==> src/rtl/core/assert_macros.svh <==
// Assertion macros shared by the lens mesh vertex RTL
`ifndef ASSERT_MACROS_SVH
`define ASSERT_MACROS_SVH

// Condition holds at every edge out of reset
`define AST_ALWAYS(lbl, clk, rst_n, expr) \
  lbl: assert property (@(posedge clk) disable iff (!rst_n) (expr)) \
    else $error("assertion failed");

// Same-cycle implication
`define AST_IMPLY(lbl, clk, rst_n, ante, cons) \
  lbl: assert property (@(posedge clk) disable iff (!rst_n) (ante) |-> (cons)) \
    else $error("assertion failed");

// Next-cycle implication
`define AST_NEXT(lbl, clk, rst_n, ante, cons) \
  lbl: assert property (@(posedge clk) disable iff (!rst_n) (ante) |=> (cons)) \
    else $error("assertion failed");

`endif

==> src/rtl/core/lensdm_pkg.sv <==
// Package: types, constants and fixed-point helpers of the lens mesh vertex block
`timescale 1ns / 1ps
package lensdm_pkg;

  localparam int FRAC_BITS = 24;
  localparam int MAX_KNOTS = 16;
  localparam int MAX_TILES = 64;
  localparam int KIDX_W    = $clog2(MAX_KNOTS);
  localparam int TIDX_W    = $clog2(MAX_TILES);
  localparam int ABR_N     = 4;
  localparam int QDEPTH    = 4;
  localparam int QAW       = $clog2(QDEPTH);
  localparam int NSTAGE    = 18;
  localparam int RCP_BITS  = 32;
  localparam int RCP_SH    = RCP_BITS - FRAC_BITS;

  localparam logic signed [63:0] QONE = 64'sd1 <<< FRAC_BITS;

  localparam logic [1:0] KIND_KNOT = 2'd0;
  localparam logic [1:0] KIND_ABR  = 2'd1;
  localparam logic [1:0] KIND_VTX  = 2'd2;
  localparam logic [1:0] KIND_RSVD = 2'd3;

  localparam logic [2:0] CFG_TILES_WIDE = 3'd0;
  localparam logic [2:0] CFG_TILES_HIGH = 3'd1;
  localparam logic [2:0] CFG_SHIFT_VIEW = 3'd2;
  localparam logic [2:0] CFG_SCALE_X    = 3'd3;
  localparam logic [2:0] CFG_SCALE_Y    = 3'd4;
  localparam logic [2:0] CFG_KNOT_COUNT = 3'd5;
  localparam logic [2:0] CFG_COMPARE    = 3'd6;

  typedef enum logic [3:0] {
    OP_NONE = 4'b0001,
    OP_KNOT = 4'b0010,
    OP_ABR  = 4'b0100,
    OP_VTX  = 4'b1000
  } op_t;

  typedef struct packed {
    logic [6:0]         tw;
    logic [6:0]         th;
    logic signed [31:0] scale_x;
    logic signed [31:0] scale_y;
    logic [4:0]         nk;
    logic               cmp;
  } cfg_t;

  typedef struct packed {
    op_t                op;
    logic               eye;
    logic [6:0]         col;
    logic [6:0]         row;
    logic [3:0]         idx;
    logic signed [31:0] val;
    logic [31:0]        qx0;
    logic [31:0]        qy0;
    logic signed [31:0] sh;
    logic [12:0]        vidx;
  } fr_t;

  typedef struct packed {
    op_t                op;
    logic               eye;
    logic [6:0]         col;
    logic [6:0]         row;
    logic [3:0]         idx;
    logic signed [31:0] val;
    logic [31:0]        qx;
    logic [31:0]        qy;
    logic signed [31:0] sh;
    logic [12:0]        vidx;
    logic signed [31:0] ux, uy, dx, dy, tx, ty, t2x, t2y, rsq;
    logic signed [63:0] scaled;
    logic [KIDX_W-1:0]  k;
    logic               z2, z3;
    logic signed [31:0] t, c0, c1, c2, c3, ar, ab, fr, fb;
    logic signed [31:0] p0, m0, p1, m1, omt, a, b, pa, mt;
    logic signed [31:0] s1, p1b, m1o, s1x, s2a, s1f, s2y, s2f, sc, cr, cb;
    logic signed [31:0] r0, r1, r2, r3, r4, r5;
  } vx_t;

  function automatic logic signed [63:0] sx(input logic signed [31:0] v);
    return v;
  endfunction

  function automatic logic signed [31:0] sat32(input logic signed [63:0] v);
    if (v > 64'sd2147483647) return 32'sh7fffffff;
    if (v < -64'sd2147483648) return 32'sh80000000;
    return v[31:0];
  endfunction

  function automatic logic signed [31:0] qmul(input logic signed [31:0] x,
                                             input logic signed [31:0] y);
    logic signed [63:0] p;
    p = sx(x) * sx(y);
    return sat32(p >>> FRAC_BITS);
  endfunction

  // floor(2^RCP_BITS / d), evaluated at elaboration
  function automatic logic [RCP_BITS:0] recip_c(input int d);
    logic [RCP_BITS+1:0] rem;
    logic [RCP_BITS:0]   q;
    rem = '0;
    q   = '0;
    for (int i = RCP_BITS; i >= 0; i--) begin
      rem = {rem[RCP_BITS:0], (i == RCP_BITS)};
      if (rem >= (RCP_BITS+2)'(d)) begin
        rem  = rem - (RCP_BITS+2)'(d);
        q[i] = 1'b1;
      end
    end
    return q;
  endfunction

endpackage

==> src/rtl/core/lensdm_queue.sv <==
// Short item queue between front end and back pipeline
`timescale 1ns / 1ps
`include "assert_macros.svh"
module lensdm_queue import lensdm_pkg::*; (
  input  logic clk,
  input  logic rst_n,
  input  logic push,
  input  fr_t  push_item,
  output logic full,
  input  logic pop,
  output logic empty,
  output fr_t  head
);
  fr_t            mem_r [QDEPTH];
  logic [QAW-1:0] wptr_r, rptr_r;
  logic [QAW:0]   cnt_r, cnt_nxt;

  assign full  = (cnt_r == (QAW+1)'(QDEPTH));
  assign empty = (cnt_r == '0);
  assign head  = mem_r[rptr_r];

  always_comb begin
    cnt_nxt = cnt_r;
    if (push && !(pop && !empty)) cnt_nxt = cnt_r + 1'b1;
    if (!push && pop && !empty) cnt_nxt = cnt_r - 1'b1;
  end

  always_ff @(posedge clk) begin
    if (!rst_n) begin
      wptr_r <= '0;
      rptr_r <= '0;
      cnt_r  <= '0;
    end else begin
      if (push) wptr_r <= wptr_r + 1'b1;
      if (pop && !empty) rptr_r <= rptr_r + 1'b1;
      cnt_r <= cnt_nxt;
    end
  end

  always_ff @(posedge clk) begin
    if (push) mem_r[wptr_r] <= push_item;
  end

  `AST_IMPLY(a_no_push_full, clk, rst_n, full, !push)
  `AST_NEXT(a_pop_drains, clk, rst_n, pop && !empty && !push, cnt_r + 1'b1 == $past(cnt_r))
endmodule

==> config.mk <==
export PLATFORM = sky130hd
export DESIGN_NAME = lensdm_queue
export DESIGN_NICKNAME = d
export VERILOG_FILES = /design/src/rtl/core/lensdm_pkg.sv /design/src/rtl/core/lensdm_queue.sv
export VERILOG_INCLUDE_DIRS = /design/src /design/src/rtl/core
export SDC_FILE = /design/constraint.sdc
export NUM_CORES = 1
export LEC_CHECK = 0
export BUFFER_PORTS_ARGS = -buffer_cell sky130_fd_sc_hd__buf_2
export CAP_MARGIN = 30
export CORE_MARGIN = 5
export CORE_UTILIZATION = 45
export DETAILED_ROUTE_END_ITERATION = 16
export PLACE_DENSITY_LB_ADDON = 0.1
export SYNTH_ARGS = -nofsm -noshare
export SYNTH_HDL_FRONTEND = slang
export SYNTH_SLANG_ARGS = --single-unit
==> constraint.sdc <==
create_clock -name clk -period 8.1 [get_ports clk]
set_input_delay 1.215 -clock clk [delete_from_list [all_inputs] [get_ports clk]]
set_output_delay 1.215 -clock clk [all_outputs]
set_load 0.01 [all_outputs]
Yosys cells after proc, flatten, opt, wreduce, memory -nomap -nowiden:

Memories as Yosys holds them, arrays and structs flattened. A register that Yosys moved wholly into a read port is not among the register bits.
Cells that the tools add are included.

* memories: 1
* ROM bits: 0
* flip-flop bits (word level): 7
* latch bits: 0
* input port bits: 168
* memory bits (writable): 656

* divide/modulo/power cells: 0
* shift operators: 0
* bitwise logic cells: 0
* reduce and logical (&&, ||, !) cells: 9
* multipliers: 0
* add/subtract/negate cells: 4
* equal/unequal tests: 1
* muxes and demuxes: 6
* $lt $le $gt $ge: 0

Memory list
* mem_r: depth 4, width 164, read ports 1, clocked after Yosys merged registers in 1, wr ports 1, line lensdm_queue.sv:14 `fr_t mem_r [QDEPTH];`

Operator list (count)
* $mux W3: 2
* $add A2 B1 Y2 const B: 2
* $logic_and A1 B1 Y1: 4
* $mux W2: 2
* $add A3 B1 Y3 const B: 1
* $eq A3 B3 Y1 const B: 1
* $logic_not A1 Y1: 3
* $logic_not A3 Y1: 1
* $sub A3 B1 Y3 const B: 1
* $mux W1: 2
* $reduce_bool A2 Y1: 1

Depth between registers and ports, before layout:

* word-level depth: 7
* mapped depth: 8
* depth with buffers taken out: 8

Worst setup path after synthesis:

No wires, ideal clock.

* kind: input-to-reg
* start point: input port push
* end point: memory mem_r[0][0] in the netlist's numbering, enable pin
* slack: 2321 ps
* arrival: 5236 ps
* stages on the path: 2
* setup time: 543 ps
* data required time: 7557 ps
* cell sequence: clkbuf_1 -> and2_1

* longest elaborated chain between the ends: 2

RTL lines
* start: declaration: line lensdm_queue.sv:7 `input logic push,`
* $mux W1: line lensdm_queue.sv:41 `if (push) mem_r[wptr_r] <= push_item;`
* $mux W1 (implied by the code): line lensdm_queue.sv:41
* end: declaration: line lensdm_queue.sv:14

Every way passes these cells.

==> impl_metrics.ini <==
[global_routing]
antenna_found_initial = 13
grt_usage = 0.164
grt_pass1_vias = 11600
grt-ovfl-total = 0
grt_first_pass_wirelength_um = 73100
grt_max_degree = 165

[setup_path]
crit_type = flop to output pin
critPathRequiredTime_ns = 6.88
reg2reg_depth = 3
crit_path_end_kind = output pin
path_cells = buf_12 -> mux4_2 -> buf_2
critPathLaunchType = flop
cpPeakStageDelay_ns = 0.71
cp_data_arrival_time_ns = 2.96
cpLargestDelayFamily = buffers and inverters
r2r_start = wptr_r[0]$_SDFFE_PN0P_
cp_num_cells = 3
critPathMaxFanout = 101
cp_slowest_cell = dfxtp_4
path_buf_inv = 2

[sta]
rsz0062_at_grt = no
fin_skew_ns = 0.0177
setup_violations = 0
finalHoldViolCount = 0
tns_ns = 0
fin_crit_sh = 0.515
timing.fmax_mhz = 240
slew_headroom = 0.236
worst_pin_slew_ns = 1.15
final_max_slew_viol_count = 0
fin_crit_ns = 4.17
hold_slack_ns = 0.580

[die]
coreArea_um2 = 53500
row_count = 85
die_y_um = 242
start_util = 0.452
pin_count = 334
die-area_um2 = 58500
die_x_um = 242

[min_path]
min_path_type = flop to flop
min_path_cells = 2
min_from = wptr_r[1]$_SDFFE_PN0P_

[routing]
wl_um = 48100
drc = 0
antenna_left = 0
drtIter0Drc = 675
dr.pass1.iters = 5
detail_route.wl_per_cell_um = 23.4
routed_via_density = 5.27
num_vias = 10800

[cells_and_area]
final_cell_area_um2 = 28800
layout-area-overhead-vs-synth_pct = 19.3
nets = 1473
final_common_cell = edfxtp_1
drive_gt1_frac = 0.450
fillers = 4153
layout_common_cells = 656 x edfxtp_1, 333 x buf_2, 164 x mux4_2

[clocking]
cts_tree = done
cts_resized = 0
htree_levels = 3
cts_root_buf = clkbuf_16
cts_setup_buffers = 0
cts.sinks = 665
numCtsBuffers = 69
cts_buffer_depth = 3
clk_latency_ns = 0.58
cts.reportedPaths.clkPinSlew_ns = 0.06
postCtsHoldBufs = 0

[run]
max_cap_violations = 0

[synthesis]
syn_avg_cell_area_um2 = 26.3
synth-seq-cells = 665
syn_nets = 1093
synth.top_cell.area_share = 0.815
syn_area_um2 = 24200
synthTopCellsByArea = edfxtp_1 81%, mux4_2 15%, dfxtp_1 0.75%
synth-seq-area-share = 0.822
synth.distinct_cells = 27
synth_top_cell_by_area = edfxtp_1
yosysWarnings = 0
netlist_instances = 920

[placed_design]
portBuffers = 333
gp_congestion = 0.726
place_area_um2 = 26600
hpwl_um = 28000

[run_status]
status = finished clean

[power]
max-vdd-ir-drop_v = 0.000233
p_leak_nw = 9.57
total_power_mw = 7.94
power_density_nw_per_um2 = 275
-- state kept, by name, summed over array words and instances, names as in the netlist, named ones only --
| name | count |
|---|---|
| wptr_r | 2 |
| cnt_r | 3 |
| mem_r | 656 |
| rptr_r | 2 |
-- kinds of logic (layout without fill, tap and decap cells) --
logic type	after synthesis	count (layout)	synth area share
DFF	665	665	0.822
adders and majority gates	5	5	0.00290
AOI/OAI and AO/OA	9	9	0.00212
muxes	165	165	0.153
and+or+nand+nor	29	29	0.00678
other	0	7	0
xor gates and xnor gates	4	4	0.00145
buffers and inverters	43	473	0.0112
-- cell usage after synthesis, drive strengths merged --
cell and number:
nor2 4, inv 5, clkbuf 3, fa 1
nor2b 3, nand2b 4, nor3b 1, edfxtp 656
o311ai 1, mux2i 1, dfxtp 9, ha 4
mux4 164, nand2 3, a21oi 2, nand3 1
nor3 1, or2 1, nand3b 1, o22ai 2
xnor2 2, o21ai 4, and2 10, buf 35
xor2 2
-- power breakdown --
group | internal [mW] | switching (mW) | total (mW)
Combinational | 0.428 | 0.488 | 0.916
Clock | 1.79 | 1.22 | 3.01
Sequential | 3.96 | 0.0560 | 4.01
-- worst paths after layout --
kind	to	slack [ns]
setup reg to reg	mem_r[1][92]$_DFFE_PP_	5.53
hold reg to reg	wptr_r[1]$_SDFFE_PN0P_	0.58
hold / removal	wptr_r[1]$_SDFFE_PN0P_	0.58
setup / recovery	head[48]	3.93
-- final cells by class --
cell class	count	area [um2]	area share
antenna	7	17.5	0.000608
clock buffer	85	1830	0.0635
clock inverter	36	314	0.0109
inverter	5	18.8	0.000651
multi-input combinational	212	4030	0.140
sequential	665	19900	0.690
tap	696	871	0.0302
timing repair buffer	347	1860	0.0644
-- per-layer routing --
layer	wire length (um)	global-route usage	up-vias
li1	-	-	4745
met1	19500	0.213	5685
met2	23700	0.264	279
met4	974	0.0436	16
met5	103	0	-
met3	3840	0.0631	87
-- worst reg2reg max path, delay by kind of cell (launching register included) --
family,cells,cell delay [ns]
adders and majority gates,1,0.18
buffers and inverters,1,0.81
DFF,1,0.41
and+or+nand+nor,1,0.67
-- stage by stage --
step | instances | utilization | setup slack (ns)
6_report | 2053 | 0.539 | 3.93
5_1_grt | 2048 | 0.539 | 3.65
4_1_cts | 2045 | 0.538 | 3.78
3_5_place_dp | 1924 | 0.498 | 4.44
3_3_place_gp | 1922 | 0.497 | 4.42
2_1_floorplan | 920 | - | 2.32
(Power assumes the default switching activity.)
