===== src/rtl/core/assert_macros.svh =====
// Assertion macros shared by the lens mesh vertex RTL
`ifndef ASSERT_MACROS_SVH
`define ASSERT_MACROS_SVH

// Condition holds at every edge out of reset
`define AST_ALWAYS(lbl, clk, rst_n, expr) \
  lbl: assert property (@(posedge clk) disable iff (!rst_n) (expr)) \
    else $error("assertion failed");

// Same-cycle implication
`define AST_IMPLY(lbl, clk, rst_n, ante, cons) \
  lbl: assert property (@(posedge clk) disable iff (!rst_n) (ante) |-> (cons)) \
    else $error("assertion failed");

// Next-cycle implication
`define AST_NEXT(lbl, clk, rst_n, ante, cons) \
  lbl: assert property (@(posedge clk) disable iff (!rst_n) (ante) |=> (cons)) \
    else $error("assertion failed");

`endif


===== src/rtl/core/lensdm_pkg.sv =====
// Package: types, constants and fixed-point helpers of the lens mesh vertex block
`timescale 1ns / 1ps
package lensdm_pkg;

  localparam int FRAC_BITS = 24;
  localparam int MAX_KNOTS = 16;
  localparam int MAX_TILES = 64;
  localparam int KIDX_W    = $clog2(MAX_KNOTS);
  localparam int TIDX_W    = $clog2(MAX_TILES);
  localparam int ABR_N     = 4;
  localparam int QDEPTH    = 4;
  localparam int QAW       = $clog2(QDEPTH);
  localparam int NSTAGE    = 18;
  localparam int RCP_BITS  = 32;
  localparam int RCP_SH    = RCP_BITS - FRAC_BITS;

  localparam logic signed [63:0] QONE = 64'sd1 <<< FRAC_BITS;

  localparam logic [1:0] KIND_KNOT = 2'd0;
  localparam logic [1:0] KIND_ABR  = 2'd1;
  localparam logic [1:0] KIND_VTX  = 2'd2;
  localparam logic [1:0] KIND_RSVD = 2'd3;

  localparam logic [2:0] CFG_TILES_WIDE = 3'd0;
  localparam logic [2:0] CFG_TILES_HIGH = 3'd1;
  localparam logic [2:0] CFG_SHIFT_VIEW = 3'd2;
  localparam logic [2:0] CFG_SCALE_X    = 3'd3;
  localparam logic [2:0] CFG_SCALE_Y    = 3'd4;
  localparam logic [2:0] CFG_KNOT_COUNT = 3'd5;
  localparam logic [2:0] CFG_COMPARE    = 3'd6;

  typedef enum logic [3:0] {
    OP_NONE = 4'b0001,
    OP_KNOT = 4'b0010,
    OP_ABR  = 4'b0100,
    OP_VTX  = 4'b1000
  } op_t;

  typedef struct packed {
    logic [6:0]         tw;
    logic [6:0]         th;
    logic signed [31:0] scale_x;
    logic signed [31:0] scale_y;
    logic [4:0]         nk;
    logic               cmp;
  } cfg_t;

  typedef struct packed {
    op_t                op;
    logic               eye;
    logic [6:0]         col;
    logic [6:0]         row;
    logic [3:0]         idx;
    logic signed [31:0] val;
    logic [31:0]        qx0;
    logic [31:0]        qy0;
    logic signed [31:0] sh;
    logic [12:0]        vidx;
  } fr_t;

  typedef struct packed {
    op_t                op;
    logic               eye;
    logic [6:0]         col;
    logic [6:0]         row;
    logic [3:0]         idx;
    logic signed [31:0] val;
    logic [31:0]        qx;
    logic [31:0]        qy;
    logic signed [31:0] sh;
    logic [12:0]        vidx;
    logic signed [31:0] ux, uy, dx, dy, tx, ty, t2x, t2y, rsq;
    logic signed [63:0] scaled;
    logic [KIDX_W-1:0]  k;
    logic               z2, z3;
    logic signed [31:0] t, c0, c1, c2, c3, ar, ab, fr, fb;
    logic signed [31:0] p0, m0, p1, m1, omt, a, b, pa, mt;
    logic signed [31:0] s1, p1b, m1o, s1x, s2a, s1f, s2y, s2f, sc, cr, cb;
    logic signed [31:0] r0, r1, r2, r3, r4, r5;
  } vx_t;

  function automatic logic signed [63:0] sx(input logic signed [31:0] v);
    return v;
  endfunction

  function automatic logic signed [31:0] sat32(input logic signed [63:0] v);
    if (v > 64'sd2147483647) return 32'sh7fffffff;
    if (v < -64'sd2147483648) return 32'sh80000000;
    return v[31:0];
  endfunction

  function automatic logic signed [31:0] qmul(input logic signed [31:0] x,
                                             input logic signed [31:0] y);
    logic signed [63:0] p;
    p = sx(x) * sx(y);
    return sat32(p >>> FRAC_BITS);
  endfunction

  // floor(2^RCP_BITS / d), evaluated at elaboration
  function automatic logic [RCP_BITS:0] recip_c(input int d);
    logic [RCP_BITS+1:0] rem;
    logic [RCP_BITS:0]   q;
    rem = '0;
    q   = '0;
    for (int i = RCP_BITS; i >= 0; i--) begin
      rem = {rem[RCP_BITS:0], (i == RCP_BITS)};
      if (rem >= (RCP_BITS+2)'(d)) begin
        rem  = rem - (RCP_BITS+2)'(d);
        q[i] = 1'b1;
      end
    end
    return q;
  endfunction

endpackage


===== src/rtl/core/lensdm_in_if.sv =====
// Interface: vertex and table-write item channel
`timescale 1ns / 1ps
interface lensdm_in_if;
  logic               valid;
  logic               ready;
  logic [1:0]         kind;
  logic               eye;
  logic [6:0]         tile_col;
  logic [6:0]         tile_row;
  logic [3:0]         entry_index;
  logic signed [31:0] entry_value;

  modport source (output valid, kind, eye, tile_col, tile_row, entry_index, entry_value,
                  input ready);
  modport sink   (input valid, kind, eye, tile_col, tile_row, entry_index, entry_value,
                  output ready);
endinterface


===== src/rtl/core/lensdm_front.sv =====
// Front end: configuration registers, item classification and divisor reciprocals
`timescale 1ns / 1ps
module lensdm_front import lensdm_pkg::*; (
  input  logic        clk,
  input  logic        rst_n,
  lensdm_in_if.sink   in_vtx,
  input  logic        cfg_we,
  input  logic [2:0]  cfg_index,
  input  logic [31:0] cfg_wdata,
  input  logic        q_full,
  output logic        q_push,
  output fr_t         q_item,
  output cfg_t        cfg
);
  logic [6:0]         tiles_wide_r, tiles_high_r;
  logic signed [31:0] shift_view_r, scale_x_r, scale_y_r;
  logic [4:0]         knot_count_r;
  logic               compare_r;
  logic [RCP_BITS:0]  rtab [MAX_TILES];
  logic [6:0]         tw_m1, th_m1;
  logic [RCP_BITS+7:0] px, py;
  logic [13:0]        vi;
  op_t                op;

  for (genvar g = 0; g < MAX_TILES; g++) begin : g_rcp
    localparam logic [RCP_BITS:0] RV = recip_c(g + 1);
    assign rtab[g] = RV;
  end

  always_ff @(posedge clk) begin
    if (!rst_n) begin
      tiles_wide_r <= 7'd30;
      tiles_high_r <= 7'd33;
      shift_view_r <= '0;
      scale_x_r    <= 32'sd16777216;
      scale_y_r    <= 32'sd16777216;
      knot_count_r <= 5'd11;
      compare_r    <= 1'b0;
    end else if (cfg_we) begin
      case (cfg_index)
        CFG_TILES_WIDE: tiles_wide_r <= cfg_wdata[6:0];
        CFG_TILES_HIGH: tiles_high_r <= cfg_wdata[6:0];
        CFG_SHIFT_VIEW: shift_view_r <= cfg_wdata;
        CFG_SCALE_X:    scale_x_r    <= cfg_wdata;
        CFG_SCALE_Y:    scale_y_r    <= cfg_wdata;
        CFG_KNOT_COUNT: knot_count_r <= cfg_wdata[4:0];
        CFG_COMPARE:    compare_r    <= cfg_wdata[0];
        default: ;
      endcase
    end
  end

  always_comb begin
    cfg.tw = (tiles_wide_r == 7'd0) ? 7'd1 :
             (tiles_wide_r > 7'(MAX_TILES)) ? 7'(MAX_TILES) : tiles_wide_r;
    cfg.th = (tiles_high_r == 7'd0) ? 7'd1 :
             (tiles_high_r > 7'(MAX_TILES)) ? 7'(MAX_TILES) : tiles_high_r;
    cfg.scale_x    = scale_x_r;
    cfg.scale_y    = scale_y_r;
    cfg.nk = (knot_count_r < 5'd3) ? 5'd3 :
             (knot_count_r > 5'(MAX_KNOTS)) ? 5'(MAX_KNOTS) : knot_count_r;
    cfg.cmp = compare_r;
  end

  always_comb begin
    case (in_vtx.kind)
      KIND_KNOT: op = OP_KNOT;
      KIND_ABR:  op = (in_vtx.entry_index < 4'(ABR_N)) ? OP_ABR : OP_NONE;
      KIND_VTX:  op = OP_VTX;
      default:   op = OP_NONE;
    endcase
    tw_m1 = cfg.tw - 7'd1;
    th_m1 = cfg.th - 7'd1;
    px = (RCP_BITS+8)'(in_vtx.tile_col) * (RCP_BITS+8)'(rtab[tw_m1[TIDX_W-1:0]]);
    py = (RCP_BITS+8)'(in_vtx.tile_row) * (RCP_BITS+8)'(rtab[th_m1[TIDX_W-1:0]]);
    vi = 14'(in_vtx.tile_row) * 14'(cfg.tw + 7'd1) + 14'(in_vtx.tile_col);

    q_item.op   = op;
    q_item.eye  = in_vtx.eye;
    q_item.col  = in_vtx.tile_col;
    q_item.row  = in_vtx.tile_row;
    q_item.idx  = in_vtx.entry_index;
    q_item.val  = in_vtx.entry_value;
    q_item.qx0  = 32'(px >> RCP_SH);
    q_item.qy0  = 32'(py >> RCP_SH);
    q_item.sh   = in_vtx.eye ? sat32(-sx(shift_view_r)) : shift_view_r;
    q_item.vidx = vi[12:0];
  end

  assign in_vtx.ready = !q_full;
  assign q_push       = in_vtx.valid && !q_full && (op != OP_NONE);
endmodule


===== src/flat_wrapper.sv =====
// flat-port wrapper written by rule: the top's interface ports become plain ports
module lensdm_front_flat import lensdm_pkg::*;
  (clk, rst_n, cfg_we, cfg_index, cfg_wdata, q_full, q_push, q_item, cfg, in_vtx_valid, in_vtx_kind, in_vtx_eye, in_vtx_tile_col, in_vtx_tile_row, in_vtx_entry_index, in_vtx_entry_value, in_vtx_ready);
  lensdm_in_if in_vtx_i ();
  input  logic clk;
  input  logic rst_n;
  input  logic cfg_we;
  input  logic [2:0] cfg_index;
  input  logic [31:0] cfg_wdata;
  input  logic q_full;
  output logic q_push;
  output fr_t q_item;
  output cfg_t cfg;
  input wire logic [$bits(in_vtx_i.valid)-1:0] in_vtx_valid;
  input wire logic [$bits(in_vtx_i.kind)-1:0] in_vtx_kind;
  input wire logic [$bits(in_vtx_i.eye)-1:0] in_vtx_eye;
  input wire logic [$bits(in_vtx_i.tile_col)-1:0] in_vtx_tile_col;
  input wire logic [$bits(in_vtx_i.tile_row)-1:0] in_vtx_tile_row;
  input wire logic [$bits(in_vtx_i.entry_index)-1:0] in_vtx_entry_index;
  input wire logic [$bits(in_vtx_i.entry_value)-1:0] in_vtx_entry_value;
  output wire logic [$bits(in_vtx_i.ready)-1:0] in_vtx_ready;
  assign in_vtx_i.valid = in_vtx_valid;
  assign in_vtx_i.kind = in_vtx_kind;
  assign in_vtx_i.eye = in_vtx_eye;
  assign in_vtx_i.tile_col = in_vtx_tile_col;
  assign in_vtx_i.tile_row = in_vtx_tile_row;
  assign in_vtx_i.entry_index = in_vtx_entry_index;
  assign in_vtx_i.entry_value = in_vtx_entry_value;
  assign in_vtx_ready = in_vtx_i.ready;
  lensdm_front u_core (.clk(clk), .rst_n(rst_n), .in_vtx(in_vtx_i), .cfg_we(cfg_we), .cfg_index(cfg_index), .cfg_wdata(cfg_wdata), .q_full(q_full), .q_push(q_push), .q_item(q_item), .cfg(cfg));
endmodule

===== config.mk =====
export PLATFORM = sky130hd
export DESIGN_NAME = lensdm_front_flat
export DESIGN_NICKNAME = d
export VERILOG_FILES = /design/src/rtl/core/assert_macros.svh /design/src/rtl/core/lensdm_pkg.sv /design/src/rtl/core/lensdm_in_if.sv /design/src/rtl/core/lensdm_front.sv /design/src/flat_wrapper.sv
export SDC_FILE = /design/constraint.sdc
export NUM_CORES = 2
export LEC_CHECK = 0
export ABC_AREA = 0
export CAP_MARGIN = 20
export CORE_MARGIN = 2
export CORE_UTILIZATION = 35
export DETAILED_ROUTE_END_ITERATION = 10
export DONT_BUFFER_PORTS = 1
export GPL_TIMING_DRIVEN = 0
export SYNTH_ARGS = -nofsm -noshare
export SYNTH_HDL_FRONTEND = slang
export SYNTH_SLANG_ARGS = --single-unit

===== constraint.sdc =====
create_clock -name clk -period 13 [get_ports clk]
set_input_delay 1.3 -clock clk [delete_from_list [all_inputs] [get_ports clk]]
set_output_delay 1.3 -clock clk [all_outputs]
set_load 0.01 [all_outputs]

# Yosys cells after proc, flatten, opt, wreduce, memory -nomap -nowiden
# Memory sizes are Yosys's and may differ from the RTL's.
# Cells that the tools add are included.
[totals]
regBits = 116
in_bits = 93
out_inout_bits = 250
rom_bits = 4224
n_memories = 2
[op_classes]
muxes = 20
order_cmp = 9
addsub = 5
n_eq_ne = 9
mul = 3
reduce_logical = 14
bitwise_logic = 2
[memory_table]
columns = ["name", "depth", "word_bits", "rd", "rd_ports_with_merged_regs", "write_ports", "line_no", "text"]
rows = [
  ["(no name shown)", 64, 33, 1, 0, 0, "lensdm_front.sv:74", "px = (RCP_BITS+8)'(in_vtx.tile_col) * (RCP_BITS+8)'(rtab[tw_m1[TIDX_W-1:0]]);"],
  ["(no name shown)", 64, 33, 1, 0, 0, "lensdm_front.sv:75", "py = (RCP_BITS+8)'(in_vtx.tile_row) * (RCP_BITS+8)'(rtab[th_m1[TIDX_W-1:0]]);"],
]
[op_table]
columns = ["cell", "count"]
rows = [
  ["$mux W32", 5],
  ["$mux W33", 4],
  ["$mul A7 B33 Y40", 2],
  ["$gt A64 B32 Y1 const B", 1],
  ["$lt A64 B32 Y1 const B", 1],
  ["$neg A32 Y64", 1],
  ["$mux W7", 4],
  ["$ge A7 B7 Y1 const B", 2],
  ["$gt A7 B7 Y1 const B", 2],
  ["$logic_not A7 Y1", 2],
  ["$mul A7 B14 Y13", 1],
  ["$not A6 Y7", 2],
  ["$reduce_and A2 Y1", 7],
  ["$add A13 B7 Y13", 1],
  ["$pmux W4 S3", 1],
  ["$sub A6 B1 Y6 const B", 2],
  ["$mux W5", 2],
  ["$eq A3 B3 Y1 const B", 3],
  ["$add A7 B1 Y8 const B", 1],
  ["$eq A3 B2 Y1 const B", 2],
  ["$gt A5 B5 Y1 const B", 1],
  ["$lt A5 B2 Y1 const B", 1],
  ["$lt A4 B3 Y1 const B", 1],
  ["$ne A4 B1 Y1 const B", 1],
  ["other kinds (9)", 12],
]

# Depth between registers and ports, before layout
[logic_depth]
ltp_word = 9
ltp_mapped = 40
ltp_nobuf = 34

# Worst setup path before layout
# No wires, ideal clock.
[synth_timing]
kind = "register to output"
startpoint = "reg u_core.tiles_high_r[2]"
endpoint = "out q_item[74] (netlist bit)"
required_ns = 11.700
arrival_ns = 9.277
path_slack_ns = 2.423
stages_incl_launch_ff = 39
n_path_buf = 6
path_cell_list = "dfxtp_1 > clkbuf_1 > nor4_1 > a21oi_1 > nor2_1 > inv_1 > clkbuf_1 > ha_1 > clkbuf_1 > inv_1 > ha_1 > buf_2 > inv_1 > clkbuf_1 > clkbuf_1 > ha_1 > a21oi_1 > a21oi_1 > [3 not listed] > fa_1 > fa_1 > fa_1 > inv_1 > fa_1 > inv_1 > ha_1 > a21o_1 > a21o_1 > a21o_1 > a21o_1 > a21oi_1 > o221ai_1 > a21oi_1 > a21bo_2 > o41ai_4 > o21ai_0 > xor2_1"
[synth_lines]
columns = ["item", "line_no", "text"]
rows = [
  ["from (decl)", "lensdm_front.sv:15", "logic [6:0] tiles_wide_r, tiles_high_r;"],
  ["from (signal assigned)", "lensdm_front.sv:42", "CFG_TILES_HIGH: tiles_high_r <= cfg_wdata[6:0];"],
  ["to (decl)", "flat_wrapper.sv:12", "output fr_t q_item;"],
]

==> run summary <==
type of the worst setup path = reg2out
number of enable flip-flop cells after synthesis = 0
portion of total power attributed to the clock network = 8.4%
Internal Pwr Total = 2.46 mW
growth of design area from synthesis to finish = 7.86%
Hold WS = 0.476 ns
count leader, synth = nand2_1
core area = 75700 sq um
crit start category = flop
clock slew at reported path FFs = 0.06 ns
unrepaired setup endpoints after global routing = no
worst slew slack as a fraction of its limit = 21.9%
antenna violations before repair = 1
top cells by area, synth = fa_1 26%, dfxtp_1 8.7%, ha_1 8.1%
placed wire-length estimate = 81.4 mm
initial drt markers = 2650
ports placed on the boundary = 343
Most Frequent Cell on Critical Path = clkbuf_1
count of cell types in the netlist = 93
gpl congestion = 1.05
pwr/cell area = 202 nW/um^2
multiplexer share of the synthesized area = 0.684%
fin crit share = 96.3%
Worst EP required = 11.70 ns
Skew-Pair Late Insertion Delay = 0.42 ns
top_reg_cell synth = dfxtp_1
layout cells sized above 1 = 5.18%
Vias/cell = 5.73
Worst-Margin Slew = 1.17 ns
xor and xnor area share after synthesis = 2.59%
synthesized area per cell = 7.53 sq um
setup clock skew after layout = 0 ns
most used standard cells in the synthesized netlist = 509 x nand2_1, 365 x inv_1, 341 x fa_1
total global routing track utilization = 25.6%
Seq/Total Area, Yosys = 8.70%
leak pwr = 13.0 nW
count of standard-cell rows = 101
pin count of the biggest net entering global routing = 17
final core area utilization = 38.0%
Final Setup Violations = 0
part of the total power dissipated in sequential elements = 6.4%
share of total power in combinational logic = 85.2%
main combinational cell family by area after synthesis = adder cells
overall via count from detail_route = 26186
die area = 78500 sq um
WL/cell = 22.3 um
area leader, netlist = fa_1
DR pass1 iterations = 6
vias in the first global route = 25679
post-layout net count = 4187
final WL = 102 mm
global-route wire length before repair = 157 mm
Hold Path Class = reg2reg
post-synthesis sequential element count = 116
status = completed
synthesized-area fraction occupied by and/or/nand/nor cells = 23.5%
die outline width = 280 um
max-cap check violation count = 0
cell type of the slowest stage on the worst timing path = clkbuf_1
root buffer cell = clkbuf_16
initial standard-cell utilization of the core = 35.3%
gate count after technology mapping = 3546
antenna-violating nets left = 0
fraction of the mapped netlist area in compound gates = 20.8%
clock period minus final worst setup slack = 12.51 ns
footprint of the multi-input gates = 21800 sq um
share of synthesized flip-flops with an asynchronous set or reset = 0%
net switching fraction of the power = 57.7%
number of CTS-inserted buffers = 17
fillcell total = 7978
post-synthesis instance area = 26700 sq um
total number of clock tree sinks = 116
switching power = 3.36 mW
area share of the leading cell type in the synthesized netlist = 25.6%
register area = 2320 sq um
capturing element type of the critical path = primary output
crit path max fanout = 12
number of buffers between clock root and the deepest sink = 2
Port-buffer cells = 0
yosys synthesis warning count = 0
number of levels the H-tree was split into = 4
post-synthesis adder-cell area fraction = 33.6%
critical path arrival = 11.21 ns
remaining global-route overflow = 0
Max IR drop VDD = 0.167 mV
number of DRC violations after detailed routing = 0
count of final max-slew check failures = 0
Final Hold Vio Count = 0
delay contributed by the slowest stage of the critical path = 0.65 ns
antenna diode count = 0
CTS tree = built
Die Span Y = 280 um
achievable clock frequency = 0.0799 GHz
[layer usage]
layer / GRT usage, % / vias up / share of wire, %
met5: 0 / - / 0
met4: 8.19 / 0 / 3.3
met3: 6.80 / 247 / 11
met2: 40.3 / 1409 / 44
met1: 34.2 / 12690 / 41
li1: - / 11840 / -
[final cells by class]
type	count	area share, %
timing repair buffer	13	0.339
buffer	284	4.54
multi-input combinational	2777	75.9
clock buffer	21	1.53
inverter	372	4.86
clock inverter	10	0.548
tap	978	4.25
sequential	116	8.07
[worst paths after layout]
check	from	slack [ns]	cells past startpoint	endpoint
min reg2reg	u_core.knot_count_r[1]	0.48	2	u_core.knot_count_r[1]
max reg2reg	u_core.tiles_wide_r[6]	10.72	5	u_core.tiles_wide_r[6]
max	u_core.tiles_wide_r[1]	0.49	33	q_item[105]
min	u_core.knot_count_r[1]	0.48	2	u_core.knot_count_r[1]
[power groups by stage]
stage	registers (mW)	logic, mW	clock network, mW
finish	0.373	4.97	0.489
global route	0.374	5.58	0.506
CTS	0.373	4.98	0.491
detailed placement	0.381	4.95	0
global placement	0.381	4.91	0
floorplan	0.378	3.79	0
[sequential cells by signal, summed over array words and instances (netlist names)]
name,flops
u_core.scale_x_r,32
u_core.scale_y_r,32
u_core.shift_view_r,32
u_core.tiles_high_r,7
u_core.tiles_wide_r,7
u_core.knot_count_r,5
u_core.compare_r,1
[through the flow]
stage               area [sq um]  power, mW  setup TNS (ns)  setup WS [ns]  cells
floorplan                  26700       4.17               0           2.42   3549
global placement           27900       5.29          -10.55         -0.761   4527
detailed placement         28000       5.33           -2.00         -0.294   4533
CTS                        28600       5.85               0         0.0310   4563
global route               28800       6.46               0         0.0722   4571
finish                     28800       5.83               0          0.485   4571
[logic make-up after synthesis]
logic type / after synthesis
mux: 18
flops: 116
compound gates: 827
other cells: 2
fa+ha+maj: 513
buf+inv: 657
xor+xnor: 78
simple gates: 1335
[critical path, delay by kind of cell (launching register included)]
family,cells,cell delay [ns]
DFF,1,0.29
AOI/OAI and AO/OA,12,3.31
buffers and inverters,9,2.89
and+or+nand+nor,6,1.62
adders and majority gates,6,2.64
[repair_timing]
action | 4_1_cts | 5_1_grt
cloned | 0 | 1
buffers inserted | 0 | 2
resized for setup | 14 | 38
setup endpoints to repair | 27 | 25
pin swaps | 0 | 1
hold buffers | 0 | 0
[cell usage in the layout, fill, tap and decap left out, drive strengths merged, types with 35 or more instances in the layout]
| cell | synthesis | final |
|---|---|---|
| nand2 | 511 | 511 |
| inv | 367 | 366 |
| fa | 341 | 341 |
| nor2 | 278 | 279 |
| clkbuf | 188 | 214 |
| and2 | 210 | 210 |
| a21oi | 199 | 199 |
| ha | 172 | 172 |
| o21ai | 157 | 157 |
| dfxtp | 116 | 116 |
| buf | 97 | 104 |
| a21boi | 103 | 103 |
| nor3 | 91 | 91 |
| nand3 | 56 | 56 |
| xnor2 | 52 | 52 |
| a21o | 50 | 50 |
| nor2b | 39 | 39 |
| o31ai | 37 | 37 |
| a31oi | 37 | 37 |
| nand2b | 36 | 36 |
| nor4 | 35 | 35 |
(Power assumes the default switching activity.)
